--- src/hw/rtl/lprle_pkg.sv ---
// ----------------------------------------------------------------------------
// lprle_pkg
// Shared types and constants of the lossy pixel run-length encoder.
// ----------------------------------------------------------------------------
`default_nettype none

package lprle_pkg;

  localparam int unsigned RunLimit  = 255;
  localparam int unsigned ThrWidth  = 10;
  localparam int unsigned QDepth    = 4;
  localparam int unsigned QPtrWidth = $clog2(QDepth);
  localparam int unsigned QCntWidth = $clog2(QDepth + 1);
  localparam logic [ThrWidth-1:0] ThrReset = ThrWidth'(10);

  typedef struct packed {
    logic [7:0] red;
    logic [7:0] green;
    logic [7:0] blue;
  } pixel_t;

  typedef struct packed {
    logic       row_last;
    pixel_t     pix;
  } in_item_t;

  typedef struct packed {
    logic [7:0] length;
    pixel_t     pix;
    logic       row_end;
  } run_rec_t;

  // Records produced by one pixel step; second is only valid with the first
  typedef struct packed {
    logic     push0;
    logic     push1;
    run_rec_t rec0;
    run_rec_t rec1;
  } push_t;

endpackage

`default_nettype wire

--- src/hw/rtl/lossy_pixel_run_length_encoder.sv ---
// Path: a pixel's records pass the input register and the queue register
//   before they transfer out; a second record follows the first out.
// Throughput: one pixel per cycle while the output takes one record per
//   cycle; records leave one per cycle, so two-record pixels set the pace.
// Reset: asynchronous, active low; clears run state, queue pointers and
//   count and the input valid flag, and loads the threshold with 10.
// ----------------------------------------------------------------------------
// lossy_pixel_run_length_encoder
// Lossy run-length encoder for BGR pixels: input register, run step, queue.
// ----------------------------------------------------------------------------
`default_nettype none

module lossy_pixel_run_length_encoder import lprle_pkg::*; (
  input  wire logic                clk_i,
  input  wire logic                rst_ni,
  input  wire logic                cfg_we_i,
  input  wire logic [ThrWidth-1:0] cfg_wdata_i,
  input  wire logic                in_valid_i,
  output      logic                in_stall_o,
  input  wire logic [7:0]          pixel_blue_i,
  input  wire logic [7:0]          pixel_green_i,
  input  wire logic [7:0]          pixel_red_i,
  input  wire logic                row_last_i,
  output      logic                out_valid_o,
  input  wire logic                out_stall_i,
  output      logic [7:0]          run_length_o,
  output      logic [7:0]          run_blue_o,
  output      logic [7:0]          run_green_o,
  output      logic [7:0]          run_red_o,
  output      logic                row_end_o
);

  logic [ThrWidth-1:0]  thr_q;
  logic                 in_valid_q;
  in_item_t             in_item_q;
  logic                 step_go;
  logic                 in_take;
  logic                 pop;
  push_t                push;
  logic [QCntWidth-1:0] level;
  run_rec_t             head;

  // step only when the queue can absorb two records, counted before any pop
  assign step_go    = in_valid_q && (level <= QCntWidth'(QDepth - 2));
  assign in_stall_o = in_valid_q && !step_go;
  assign in_take    = in_valid_i && !in_stall_o;

  always_ff @(posedge clk_i or negedge rst_ni) begin
    if (!rst_ni) begin
      thr_q <= ThrReset;
    end else if (cfg_we_i) begin
      thr_q <= cfg_wdata_i;
    end
  end

  always_ff @(posedge clk_i or negedge rst_ni) begin
    if (!rst_ni) begin
      in_valid_q <= 1'b0;
    end else if (in_take || step_go) begin
      in_valid_q <= in_take;
    end
  end

  always_ff @(posedge clk_i) begin
    if (in_take) begin
      in_item_q.pix.blue  <= pixel_blue_i;
      in_item_q.pix.green <= pixel_green_i;
      in_item_q.pix.red   <= pixel_red_i;
      in_item_q.row_last  <= row_last_i;
    end
  end

  lprle_step u_step (
    .clk_i  (clk_i),
    .rst_ni (rst_ni),
    .go_i   (step_go),
    .item_i (in_item_q),
    .thr_i  (thr_q),
    .push_o (push)
  );

  assign out_valid_o = (level != '0);
  assign pop         = out_valid_o && !out_stall_i;

  lprle_queue u_queue (
    .clk_i   (clk_i),
    .rst_ni  (rst_ni),
    .push_i  (push),
    .pop_i   (pop),
    .level_o (level),
    .head_o  (head)
  );

  assign run_length_o = head.length;
  assign run_blue_o   = head.pix.blue;
  assign run_green_o  = head.pix.green;
  assign run_red_o    = head.pix.red;
  assign row_end_o    = head.row_end;

  a_level_bound: assert property (@(posedge clk_i) disable iff (!rst_ni)
    level <= QCntWidth'(QDepth))
    else $error("result queue overflow");

  a_second_needs_first: assert property (@(posedge clk_i) disable iff (!rst_ni)
    push.push1 |-> (push.push0 && !push.rec0.row_end && push.rec1.row_end))
    else $error("second record without a mid-row break first");

  a_push_only_on_step: assert property (@(posedge clk_i) disable iff (!rst_ni)
    push.push0 |-> step_go)
    else $error("record pushed without a pixel step");

  a_length_nonzero: assert property (@(posedge clk_i) disable iff (!rst_ni)
    push.push0 |-> (push.rec0.length != 8'd0))
    else $error("empty run emitted");

endmodule

`default_nettype wire

--- src/hw/rtl/lprle_step.sv ---
// ----------------------------------------------------------------------------
// lprle_step
// Run state and the per-pixel compare/count step; emits up to two records.
// ----------------------------------------------------------------------------
`default_nettype none

module lprle_step import lprle_pkg::*; (
  input  wire logic                clk_i,
  input  wire logic                rst_ni,
  input  wire logic                go_i,
  input  wire in_item_t            item_i,
  input  wire logic [ThrWidth-1:0] thr_i,
  output      push_t               push_o
);

  pixel_t     held_q, held_d;
  logic [7:0] count_q, count_d;
  logic       open_q, open_d;

  logic [7:0] diff_b, diff_g, diff_r;
  logic [9:0] diff_sum;
  logic       close;
  logic       brk;
  logic [7:0] count_new;
  run_rec_t   brk_rec, last_rec;

  function automatic logic [7:0] abs_diff(input logic [7:0] a, input logic [7:0] b);
    abs_diff = (a > b) ? (a - b) : (b - a);
  endfunction

  always_comb begin
    diff_b   = abs_diff(item_i.pix.blue,  held_q.blue);
    diff_g   = abs_diff(item_i.pix.green, held_q.green);
    diff_r   = abs_diff(item_i.pix.red,   held_q.red);
    diff_sum = {2'b00, diff_b} + {2'b00, diff_g} + {2'b00, diff_r};
    close    = (diff_sum <= thr_i);

    brk       = 1'b0;
    count_new = 8'd1;
    if (open_q) begin
      if (close && (count_q < 8'(RunLimit))) begin
        count_new = count_q + 8'd1;
      end else begin
        brk = 1'b1;
      end
    end

    brk_rec.length   = count_q;
    brk_rec.pix      = held_q;
    brk_rec.row_end  = 1'b0;
    last_rec.length  = count_new;
    last_rec.pix     = item_i.pix;
    last_rec.row_end = 1'b1;

    push_o.push0 = go_i && (brk || item_i.row_last);
    push_o.push1 = go_i && brk && item_i.row_last;
    push_o.rec0  = brk ? brk_rec : last_rec;
    push_o.rec1  = last_rec;

    held_d  = held_q;
    count_d = count_q;
    open_d  = open_q;
    if (go_i) begin
      held_d = item_i.pix;
      if (item_i.row_last) begin
        count_d = 8'd0;
        open_d  = 1'b0;
      end else begin
        count_d = count_new;
        open_d  = 1'b1;
      end
    end
  end

  always_ff @(posedge clk_i or negedge rst_ni) begin
    if (!rst_ni) begin
      held_q  <= '0;
      count_q <= '0;
      open_q  <= 1'b0;
    end else begin
      held_q  <= held_d;
      count_q <= count_d;
      open_q  <= open_d;
    end
  end

endmodule

`default_nettype wire

--- src/hw/rtl/lprle_queue.sv ---
// ----------------------------------------------------------------------------
// lprle_queue
// Small result queue; takes up to two records a cycle, gives one per transfer.
// ----------------------------------------------------------------------------
`default_nettype none

module lprle_queue import lprle_pkg::*; (
  input  wire logic                 clk_i,
  input  wire logic                 rst_ni,
  input  wire push_t                push_i,
  input  wire logic                 pop_i,
  output      logic [QCntWidth-1:0] level_o,
  output      run_rec_t             head_o
);

  run_rec_t               mem_q [QDepth];
  logic [QPtrWidth-1:0]   wr_ptr_q, wr_ptr_d;
  logic [QPtrWidth-1:0]   rd_ptr_q, rd_ptr_d;
  logic [QCntWidth-1:0]   cnt_q, cnt_d;
  logic [QPtrWidth-1:0]   wr_ptr_nx;

  always_comb begin
    wr_ptr_nx = wr_ptr_q + QPtrWidth'(1);
    wr_ptr_d  = wr_ptr_q + QPtrWidth'(push_i.push0) + QPtrWidth'(push_i.push1);
    rd_ptr_d  = rd_ptr_q + QPtrWidth'(pop_i);
    cnt_d     = cnt_q + QCntWidth'(push_i.push0) + QCntWidth'(push_i.push1)
              - QCntWidth'(pop_i);
  end

  always_ff @(posedge clk_i) begin
    if (push_i.push0) begin
      mem_q[wr_ptr_q] <= push_i.rec0;
    end
    if (push_i.push1) begin
      mem_q[wr_ptr_nx] <= push_i.rec1;
    end
  end

  always_ff @(posedge clk_i or negedge rst_ni) begin
    if (!rst_ni) begin
      wr_ptr_q <= '0;
      rd_ptr_q <= '0;
      cnt_q    <= '0;
    end else begin
      wr_ptr_q <= wr_ptr_d;
      rd_ptr_q <= rd_ptr_d;
      cnt_q    <= cnt_d;
    end
  end

  assign level_o = cnt_q;
  assign head_o  = mem_q[rd_ptr_q];

endmodule

`default_nettype wire
--- config.mk ---
export PLATFORM = sky130hd
export DESIGN_NAME = lossy_pixel_run_length_encoder
export DESIGN_NICKNAME = d
export VERILOG_FILES = /design/src/hw/rtl/lprle_pkg.sv /design/src/hw/rtl/lossy_pixel_run_length_encoder.sv /design/src/hw/rtl/lprle_step.sv /design/src/hw/rtl/lprle_queue.sv
export SDC_FILE = /design/constraint.sdc
export NUM_CORES = 1
export LEC_CHECK = 0
export BUFFER_PORTS_ARGS = -buffer_cell sky130_fd_sc_hd__clkbuf_2
export CAP_MARGIN = 20
export CORE_MARGIN = 2
export CORE_UTILIZATION = 50
export DETAILED_ROUTE_END_ITERATION = 6
export GPL_TIMING_DRIVEN = 1
export PLACE_DENSITY = 0.68
export SETUP_SLACK_MARGIN = 0.05
export SLEW_MARGIN = 15
export SYNTH_ARGS = -nofsm -noshare
export SYNTH_HDL_FRONTEND = slang
export SYNTH_HIERARCHICAL = 1
export SYNTH_SLANG_ARGS = --single-unit
--- constraint.sdc ---
create_clock -name clk_i -period 10.5 [get_ports clk_i]
set_input_delay 0.525 -clock clk_i [delete_from_list [all_inputs] [get_ports clk_i]]
set_output_delay 0.525 -clock clk_i [all_outputs]
set_load 0.05 [all_outputs]
==> results of run 1 <==
[cell type report]
| class | count | area share (%) |
|---|---|---|
| Clock buffer | 32 | 4.93 |
| Clock inverter | 11 | 0.731 |
| Tap cell | 330 | 2.94 |
| Timing Repair Buffer | 87 | 3.39 |
| Sequential cell | 208 | 42.7 |
| Inverter | 93 | 2.49 |
| Multi-Input combinational cell | 618 | 42.8 |
[registers in the layout, indices dropped and copies added, names as in the netlist]
name / cells
u_queue/wr_ptr_q: 2
in_item_q: 25
u_step/brk_rec: 24
u_queue/level_o: 3
in_valid_q: 1
thr_q: 10
u_step/count_q: 8
u_queue/rd_ptr_q: 2
u_queue/mem_q: 132
u_step/open_q: 1
[per-layer routing]
layer	track usage [%]	routed length (µm)	up-vias	share of wire [%]
li1	-	-	3695	-
met1	28.6	12000	3842	44
met2	35.4	13500	172	49
met3	2.63	1100	47	4.0
met4	6.42	754	0	2.8
met5	0	0	-	0
[kinds of logic (layout without fill, tap and decap cells)]
group / after synthesis / in the layout / synth area share, %
mux: 220 / 220 / 22.0
xor+xnor: 33 / 33 / 2.26
buf+inv: 168 / 223 / 6.50
flops: 208 / 208 / 46.8
compound gates: 158 / 158 / 8.35
fa+ha+maj: 83 / 83 / 9.17
other cells: 1 / 1 / 0.0293
simple gates: 123 / 123 / 4.87
[through the flow]
stage	hold slack [ns]	util (%)	cell area (µm²)
finish	0.130	55.7	14000
global route	0.162	55.7	14000
CTS	0.156	55.7	14000
detailed placement	0.489	52.6	13200
global placement	0.482	52.5	13200
floorplan	0.229	-	12800
[how the worst max path moves through the flow]
stage | to | slack, ns | cells after the start
after floorplan | u_queue/mem_q[2][0] | 1.93 | 28
after global placement | u_queue/mem_q[3][17] | 1.92 | 26
after detailed placement | u_queue/mem_q[3][13] | 1.69 | 26
after CTS | u_queue/mem_q[3][24] | 1.69 | 26
after global routing | u_queue/mem_q[3][17] | 0.96 | 26
final | u_queue/mem_q[3][13] | 1.71 | 26
[cells in the final DEF, fill, tap and decap left out, types with 7 or more instances in the layout]
| master | Yosys | layout |
|---|---|---|
| clkbuf_16 | 0 | 25 |
| fa_1 | 18 | 18 |
| and3_1 | 7 | 7 |
| mux2i_1 | 37 | 37 |
| clkbuf_2 | 0 | 74 |
| xnor2_1 | 18 | 18 |
| mux2_2 | 146 | 146 |
| nor2_1 | 31 | 29 |
| o21ai_0 | 51 | 49 |
| edfxtp_1 | 157 | 157 |
| nand4_1 | 8 | 8 |
| nand2_1 | 38 | 38 |
| mux4_2 | 33 | 33 |
| a21o_1 | 13 | 13 |
| xor2_1 | 15 | 15 |
| a21oi_1 | 32 | 32 |
| inv_1 | 93 | 93 |
| o21a_1 | 9 | 9 |
| dfrtp_1 | 49 | 48 |
| a211oi_1 | 11 | 11 |
| nand3_1 | 9 | 9 |
| buf_4 | 34 | 12 |
| ha_1 | 65 | 65 |
[worst reg2reg max path, cell delays in order (launching register included)]
cell and delay [ns]:
edfxtp_1 0.47, inv_1 0.10, ha_1 0.46, nand4_1 0.24, nor2_1 0.30, a21o_1 0.39
mux2_2 0.40, fa_1 0.52, ha_1 0.17, inv_1 0.06, fa_1 0.45, nor2b_1 0.11
o21ai_0 0.10, a21boi_0 0.26, o21a_1 0.16, nor2_1 0.05, xnor2_1 0.13, ha_1 0.31
nand4_1 0.16, a211oi_1 0.35, a2111oi_4 0.15, o21ai_4 0.48, nand2_4 0.44, nor2_1 0.65
nand3b_1 0.78, buf_4 0.53, mux2_2 0.33
==> run metrics, run 1 <==
YS warnings=6; status=completed; Fmax=~110 MHz; # DRC=0; all-layer global routing usage=21.0%; deepest clock path buffer count=3; gr ovfl total=0; dpl cells=approximately 1,300; max-cap check violation count=0; pre-CTS WS=about 1.7 ns; Cell Area, Synth=roughly 0.013 mm²; Slew @ Worst Pin=1.07 ns; Yosys reg bits=roughly 210; I/O pin cnt=between 70 and 80; worst reg2reg startpoint=in_item_q[13]; worst setup margin=approximately 1.7 ns; via/cell ratio=5.62; Multi-input gate area=approximately 0.0060 mm²; most common cell in the synthesized netlist=edfxtp_1; Critical Path Max Stage Delay=roughly 0.8 ns; Num CTS Buffers=24; final setup fails=0; ys async rst share=approximately 25%; Hold WC Path Type=in -> async; DP Wirelength=18.0 mm; ranking of synthesized cells by area=edfxtp_1 (37%), mux2_2 (13%), dfrtp_1 (9.6%); Setup Fix Bufs, Post-CTS=0; drt pass-1 iters=5; clk_lat worst skew=~0.52 ns; gate count after technology mapping=between 900 and 1,000; Top delay family on crit path=simple AND/OR/NAND/NOR gates; Post-CTS Resized=0; Yosys cell types=68; DR vias=about 7,800; Die ar.=about 0.027 mm²; RSZ-0062 raised after global routing=false; Final Max Slew Viols=0; chip height=between 150 and 200 µm; post-synthesis sequential area ratio=between 40% and 50%; CP bufs+invs=3; Worst R2R Path Depth=26; global-route wire length before repair=around 44 mm; Tcrit/Tclk final=83.7%; initial core utilization=50.8%; Setup crit end kind=flop; hold buffer count at CTS=0; post-route minimum period=about 8.8 ns; num rows=58; register area=between 0.005 and 0.006 mm²; chip width=between 150 and 200 µm; placer congestion estimate=0.859; final cell count without fillers=about 1,400; Hold Vio Cnt, Final=0; Reg2Reg Setup Slack=between 1.5 and 2 ns; TNS Setup=0 ns; worst-path fanout max=30; Setup CP Type=reg -> reg; RR Endpoint=u_queue/mem_q[3][13]; Critical Path AT=just over 9 ns; DRT Wirelength=~27 mm; fill count=between 2,000 and 2,500; largest net degree at the start of global routing=60; vias in the first global route=7,760; CP startpoint kind=flop; Setup Skew=around 0.015 ns; Worst setup startpoint=in_item_q[13]; Yosys top cell area share=36.9%; Mean Syn Cell Area=12.9 µm²; top cells by count, synth=edfxtp_1 (157), mux2_2 (146), inv_1 (93), ha_1 (65), o21ai_0 (51); largest area contributor in the netlist=edfxtp_1; ys flop type=edfxtp_1; Slew HR=a little under 30%; CTS tree=yes; Worst Path Required=10.77 ns; antenna viol nets, final=0; Avg WL per Cell=between 15 and 20 µm; IO buf count=74; layout cells sized above 1=about a third; CTS root buffer=clkbuf_16; initial antenna violation count=0; initial DRC count=roughly 430; clk slew on worst S/H paths=0.06 ns; Slowest cell on crit path=nand3b_1; sink count of the clock tree=roughly 210; Layout area overhead=9.69%; ANT cells=0; CORE AREA=between 0.02 and 0.03 mm²; Net count, final=1,155; depth of the CTS H-tree=1; Syn Nets=1,117; number of flops mapped to enable cells by yosys=roughly 160
Power of run 1 is left out: the tool's default activity adds up to more than one toggle a clock period on the data nets, which glitch-free logic cannot reach.
==> run 2, diff against run 1 <==
ABC_AREA = 1   (was unset)
PLACE_DENSITY = 0.7   (was 0.68)
clock period = 7.4 ns   (was 10.5 ns; I/O delays follow)
==> run 2 against run 1 <==
Effect of this change: the flow now finishes with violations (DRC, hold timing); fmax grew 29%; worst setup slack worse by 1.1 ns; sequential share of layout area is 4.0 points lower; clock skew is 0.0014 ns lower; die area is 11% higher; global-route usage grew 3.8 points; register-to-register slack worse by 1.1 ns; final area is 10% higher.
==> run metrics, run 2 <==
status=complete, but fails checks (was completed); failing checks=DRC, hold timing; commonest non-fill, non-tap cell in the layout=nand2_1 (was edfxtp_1); deepest clock path buffer count=3 (unchanged); cell area after layout=0.0155 mm² (was 0.0140 mm²); Post-CTS Resized=0 (unchanged); Num CTS Buffers=24 (unchanged); YS warnings=6 (unchanged); Syn Nets=1,960 (was 1,117); antenna viol nets, final=0 (unchanged); CP bufs+invs=7 (was 3); TNS Setup=0 ns (unchanged); chip width=173 µm (was 164 µm); Hold Vio Cnt, Final=9 (was 0); sink count of the clock tree=208 (unchanged); DRT Wirelength=36.7 mm (was 27.4 mm); drt pass-1 iters=7 (was 5); Critical Path Max Stage Delay=0.55 ns (was 0.78 ns); Avg WL per Cell=16.4 µm (was 19.8 µm); initial antenna violation count=0 (unchanged); most flop-heavy register=u_queue/mem_q (unchanged); CP most frequent cell=nand2_1; all-layer global routing usage=24.8% (was 21.0%); Fin Hold WS=-0.00858 ns (was 0.130 ns); global-route wire length before repair=59.6 mm (was 43.7 mm); chip height=173 µm (was 164 µm); Worst Path Required=7.60 ns (was 10.77 ns); Hold WC Path Type=in -> async (unchanged); ys async rst share=24.5% (unchanged); most frequent cells in the layout=nand2_1 (637), inv_1 (317), edfxtp_1 (157) (was edfxtp_1 (157), mux2_2 (146), inv_1 (93)); worst-path fanout max=34 (was 30); Fmax=147 MHz (was 114 MHz); placer congestion estimate=0.926 (was 0.859); Layout area overhead=8.73% (was 9.69%); Tcrit/Tclk final=91.8% (was 83.7%); post-route minimum period=6.79 ns (was 8.79 ns); RSZ-0062 raised after global routing=false (unchanged); clk_lat worst skew=0.53 ns (was 0.52 ns); Yosys reg bits=208 (unchanged); Mean Syn Cell Area=7.75 µm² (was 12.9 µm²); ANT cells=0 (unchanged); Setup crit end kind=flop (unchanged); top cells by count, synth=nand2_1 (637), inv_1 (318), edfxtp_1 (157), nand3_1 (128), nand4_1 (78) (was edfxtp_1 (157), mux2_2 (146), inv_1 (93), ha_1 (65), o21ai_0 (51)); final cell count without fillers=2,244 (was 1,379); # DRC=3 (was 0); vias in the first global route=11,200 (was 7,760); gate count after technology mapping=1,837 (was 994); CTS tree=yes (unchanged); dpl cells=2,198 (was 1,336); Slew @ Worst Pin=1.11 ns (was 1.07 ns); Critical Path AT=6.99 ns (was 9.06 ns); placed cell areas=0.0147 mm² (was 0.0132 mm²); Yosys top cell area share=33.1% (was 36.9%); DP Wirelength=23.8 mm (was 18.0 mm); Slew HR=26.1% (was 28.9%); CORE AREA=0.0279 mm² (was 0.0252 mm²); largest net degree at the start of global routing=69 (was 60); Slowest cell on crit path=fa_1 (was nand3b_1); worst setup margin=0.608 ns (was 1.71 ns); Largest register FFs=132 (unchanged); initial core utilization=51.0% (was 50.8%); CTS root buffer=clkbuf_16 (unchanged); depth of the CTS H-tree=1 (unchanged); DR vias=11,700 (was 7,756); num rows=61 (was 58); I/O pin cnt=75 (unchanged); final setup fails=0 (unchanged); Cell Area, Synth=0.0142 mm² (was 0.0128 mm²); number of flops mapped to enable cells by yosys=157 (unchanged); Top delay family on crit path=simple AND/OR/NAND/NOR gates (unchanged); Final Max Slew Viols=0 (unchanged); post-synthesis sequential area ratio=42.1% (was 46.8%); initial DRC count=994 (was 432); Die ar.=0.0298 mm² (was 0.0269 mm²); gr ovfl total=0 (unchanged); Yosys cell types=43 (was 68); most common cell in the synthesized netlist=nand2_1 (was edfxtp_1); Setup CP Type=reg -> reg (unchanged); max-cap check violation count=0 (unchanged); clk slew on worst S/H paths=0.06 ns (about the same); pre-CTS WS=0.572 ns (was 1.69 ns); IO buf count=74 (unchanged); layout cells sized above 1=10.7% (was 31.7%); ys flop type=edfxtp_1 (unchanged); ranking of synthesized cells by area=edfxtp_1 (33%), nand2_1 (17%), dfrtp_1 (8.6%) (was edfxtp_1 (37%), mux2_2 (13%), dfrtp_1 (9.6%)); largest area contributor in the netlist=edfxtp_1 (unchanged); Setup Skew=0.0131 ns (was 0.0145 ns); CP startpoint kind=flop (unchanged); Net count, final=1,971 (was 1,155); via/cell ratio=5.20 (was 5.62)
-- run 2: cell count changes after synthesis, moves of 33 or more --
cell,before,now
inv_1,93,318
mux2i_1,37,0
nand2_1,38,637
nand3_1,9,128
nand4_1,8,78
mux4_2,33,0
o21ai_2,1,37
mux2_2,146,0
o21ai_1,0,36
-- run 2: logic make-up (layout without fill, tap and decap cells) --
kind of cell	count (synthesis)	in the layout	share of synthesized area, %
AND/OR/NAND/NOR	892	892	26.6
AO/OA/AOI/OAI	171	171	7.37
XOR/XNOR	43	43	2.64
adder cells (fa/ha/maj)	83	83	8.24
flip-flops	208	208	42.1
other	1	1	0.0263
buffers and inverters	439	468	13.0
-- run 2: stage by stage --
stage / hold slack [ns] / util [%]
2_1_floorplan: 0.0744 / -
3_3_place_gp: 0.461 / 52.5
3_5_place_dp: 0.458 / 52.5
4_1_cts: 0.00693 / 55.4
5_1_grt: 0.00902 / 55.4
6_report: -0.00858 / 55.4
-- run 2: layout make-up --
type                       instances  area, µm²
fill                            2626      12500
multi-input combinational       1190       6400
sequential                       208       5990
inverter                         324       1220
clock buffer                      29        651
timing repair buffer             100        591
tap                              378        473
clock inverter                    15        154
-- run 2: metal layers --
metal	up-vias	part of all wire, %	GRT usage, %
met5	-	0	0
met4	0	1.6	5.37
met3	45	8.1	4.57
met2	426	45	40.7
met1	5374	45	34.5
li1	5829	-	-
-- run 2: worst register-to-register path: cells and delay by family (launching register included) --
| kind | cells | cell delay (ns) |
|---|---|---|
| AO/OA/AOI/OAI | 3 | 0.43 |
| XOR/XNOR | 1 | 0.14 |
| adder cells (fa/ha/maj) | 6 | 2.02 |
| buffers and inverters | 7 | 1.14 |
| flip-flops | 1 | 0.50 |
| AND/OR/NAND/NOR | 18 | 2.22 |
-- run 2: repair_timing --
item / 4_1_cts / 5_1_grt
setup buffers: 0 / 2
endpoints found under the setup margin: 0 / 1
hold buffers: 0 / 0
-- run 2: final timing paths --
kind                                  from  slack [ns]             endpoint  cells after the start
min in group clk_i         pixel_blue_i[3]        0.02         in_item_q[3]                      1
max reg2reg                  in_item_q[16]        0.61  u_queue/mem_q[2][6]                     35
max in group asynchronous           rst_ni        6.90  u_queue/rd_ptr_q[0]                      2
min reg2reg                       thr_q[1]        0.46             thr_q[1]                      2
min                                 rst_ni      -0.009    u_step/count_q[2]                      2
max                          in_item_q[16]        0.61  u_queue/mem_q[2][6]                     35
Power of run 2 is left out for the same reason.
==> run 3, diff against run 2 <==
SYNTH_HIERARCHICAL = unset   (was 1)
==> run 3 against run 2 <==
Effect of this change: the flow finishes with violations (hold timing); via count shrank 8.4%; synthesized cell count shrank 16%; flip-flop and latch count is the same; final area shrank 6.3%; register-to-register slack gained 0.08 ns; clock skew shrank 0.0040 ns.
==> run metrics, run 3 <==
all-layer global routing usage=23.4% (was 24.8%); DR vias=10,700 (was 11,700); antenna viol nets, final=0 (unchanged); Fmax=149 MHz (was 147 MHz); worst-path fanout max=10 (was 34); most flop-heavy register=u_queue.mem_q (was u_queue/mem_q); Yosys reg bits=208 (unchanged); Critical Path Max Stage Delay=0.48 ns (was 0.55 ns); initial antenna violation count=0 (unchanged); Worst setup startpoint=in_item_q[8] (was in_item_q[16]); largest area contributor in the netlist=edfxtp_1 (unchanged); Worst Path Required=7.79 ns (was 7.60 ns); Die ar.=0.0274 mm² (was 0.0298 mm²); top cells by count, synth=nand2_1 (302), nand3_1 (221), inv_1 (173), edfxtp_1 (153), o21ai_0 (133) (was nand2_1 (637), inv_1 (318), edfxtp_1 (157), nand3_1 (128), nand4_1 (78)); CTS tree=yes (unchanged); number of flops mapped to enable cells by yosys=153 (was 157); layout cells sized above 1=11.4% (was 10.7%); largest net degree at the start of global routing=70 (was 69); ys async rst share=24.5% (unchanged); Layout area overhead=11.3% (was 8.73%); gr ovfl total=0 (unchanged); clk_lat worst skew=0.51 ns (was 0.53 ns); Mean Syn Cell Area=8.42 µm² (was 7.75 µm²); Hold Vio Cnt, Final=12 (was 9); Fin Hold WS=-0.0374 ns (was -0.00858 ns); ys flop type=edfxtp_1 (unchanged); Num CTS Buffers=23 (was 24); initial DRC count=933 (was 994); worst reg2reg startpoint=in_item_q[8] (was in_item_q[16]); drt pass-1 iters=6 (was 7); Critical Path AT=7.10 ns (was 6.99 ns); global-route wire length before repair=50.9 mm (was 59.6 mm); Setup Skew=0.00919 ns (was 0.0131 ns); chip width=165 µm (was 173 µm); CTS root buffer=clkbuf_16 (unchanged); RR Endpoint=u_queue.level_o[2] (was u_queue/mem_q[2][6]); Net count, final=1,720 (was 1,971); IO buf count=74 (unchanged); Setup crit end kind=flop (unchanged); placer congestion estimate=0.902 (was 0.926); DP Wirelength=21.3 mm (was 23.8 mm); I/O pin cnt=75 (unchanged); Final Max Slew Viols=0 (unchanged); TNS Setup=0 ns (unchanged); Worst R2R Path Depth=44 (was 35); Tcrit/Tclk final=90.7% (was 91.8%); # DRC=0 (was 3); Slowest cell on crit path=edfxtp_1 (was fa_1); YS warnings=0 (was 6); Cell Area, Synth=0.0130 mm² (was 0.0142 mm²); Slew @ Worst Pin=0.722 ns (was 1.11 ns); num rows=59 (was 61); Syn Nets=1,673 (was 1,960); ANT cells=0 (unchanged); depth of the CTS H-tree=1 (unchanged); Reg2Reg Setup Slack=0.69 ns (was 0.61 ns); chip height=165 µm (was 173 µm); ranking of synthesized cells by area=edfxtp_1 (35%), dfrtp_1 (9.4%), nand2_1 (8.7%) (was edfxtp_1 (33%), nand2_1 (17%), dfrtp_1 (8.6%)); CP startpoint kind=flop (unchanged); deepest clock path buffer count=3 (unchanged); vias in the first global route=10,000 (was 11,200); sink count of the clock tree=208 (unchanged); Avg WL per Cell=16.4 µm (about the same); via/cell ratio=5.50 (was 5.20); failing checks=hold timing (was DRC, hold timing); clk slew on worst S/H paths=0.06 ns (about the same); Hold WC Path Type=in -> async (unchanged); CP most frequent cell=inv_1 (was nand2_1); CORE AREA=0.0258 mm² (was 0.0279 mm²); final setup fails=0 (unchanged); max-cap check violation count=0 (unchanged); RSZ-0062 raised after global routing=false (unchanged); status=complete, but fails checks (unchanged); Yosys cell types=38 (was 43); crit path capture=u_queue.level_o[2] (was u_queue/mem_q[2][6]); Setup CP Type=reg -> reg (unchanged); Largest register FFs=132 (unchanged); most common cell in the synthesized netlist=nand2_1 (unchanged); Yosys top cell area share=35.3% (was 33.1%); post-synthesis sequential area ratio=45.7% (was 42.1%); gate count after technology mapping=1,547 (was 1,837); initial core utilization=50.4% (was 51.0%); post-route minimum period=6.71 ns (was 6.79 ns); commonest non-fill, non-tap cell in the layout=nand2_1 (unchanged); Slew HR=51.9% (was 26.1%); most frequent cells in the layout=nand2_1 (300), nand3_1 (221), inv_1 (173) (was nand2_1 (637), inv_1 (317), edfxtp_1 (157)); DRT Wirelength=31.9 mm (was 36.7 mm)
-- run 3: changes by cell type after synthesis, moves of 30 or more --
cell,change
nand4_1,-70
o21ai_1,-31
o21ai_0,+93
nand2_1,-335
nor2_1,+98
o22ai_1,+41
buf_2,-30
nand3_1,+93
inv_1,-145
-- run 3: logic make-up (layout without fill, tap and decap cells) --
logic type,after synthesis,after routing,share of synthesized area (%)
adders and majority gates,86,86,8.90
DFF,208,208,45.7
and+or+nand+nor,678,678,22.3
muxes,1,1,0.0864
buffers and inverters,259,323,8.18
xor gates and xnor gates,47,47,3.16
AOI/OAI and AO/OA,268,268,11.7
-- run 3: area by class of cell --
cell class | instances | area [µm²]
tap | 335 | 419
fill | 2336 | 11300
sequential | 208 | 5950
inverter | 178 | 668
timing repair buffer | 103 | 652
multi-input combinational | 1080 | 6060
clock buffer | 29 | 598
clock inverter | 13 | 150
-- run 3: worst min-delay path by stage --
stage                   startpoint             endpoint  cells after the start
2_1_floorplan               rst_ni           in_valid_q                      0
4_1_cts                     rst_ni             thr_q[9]                      2
3_3_place_gp   u_queue.mem_q[1][0]  u_queue.mem_q[1][0]                      2
3_5_place_dp   u_queue.mem_q[2][0]  u_queue.mem_q[2][0]                      2
6_report                    rst_ni   u_step.brk_rec[15]                      2
5_1_grt                 row_last_i        in_item_q[24]                      1
-- run 3: critical path, delay by kind of cell, from the launching register on --
| kind | cells | cell delay, ns |
|---|---|---|
| compound gates | 7 | 0.81 |
| xor+xnor | 3 | 0.46 |
| fa+ha+maj | 8 | 2.56 |
| buf+inv | 9 | 0.60 |
| flops | 1 | 0.48 |
| simple gates | 17 | 1.64 |
-- run 3: timing repair --
action	in CTS	in global routing
setup buffers	0	5
endpoints found under the setup margin	0	260
resized for setup	0	10
hold buffers	0	0
-- run 3: metal layers --
layer  track usage (%)  up-vias  wire length, µm
li1                  -     5314                -
met1              32.7     4951            14300
met2              38.7      384            14700
met3              2.97       48             2300
met4              6.47        0              614
met5                 0        -                0
-- run 3: through the flow --
stage          hold slack (ns)  cell area (µm²)  worst slack (ns)  instances  util [%]
2_1_floorplan           0.0744            13000             0.708       1547         -
3_3_place_gp             0.438            13600             0.518       1897      52.7
3_5_place_dp             0.444            13600             0.369       1897      52.7
4_1_cts                0.00815            14400             0.339       1939      55.6
5_1_grt                 0.0159            14500            0.0463       1946      56.1
6_report               -0.0374            14500             0.691       1946      56.1
Power of run 3 is left out for the same reason.
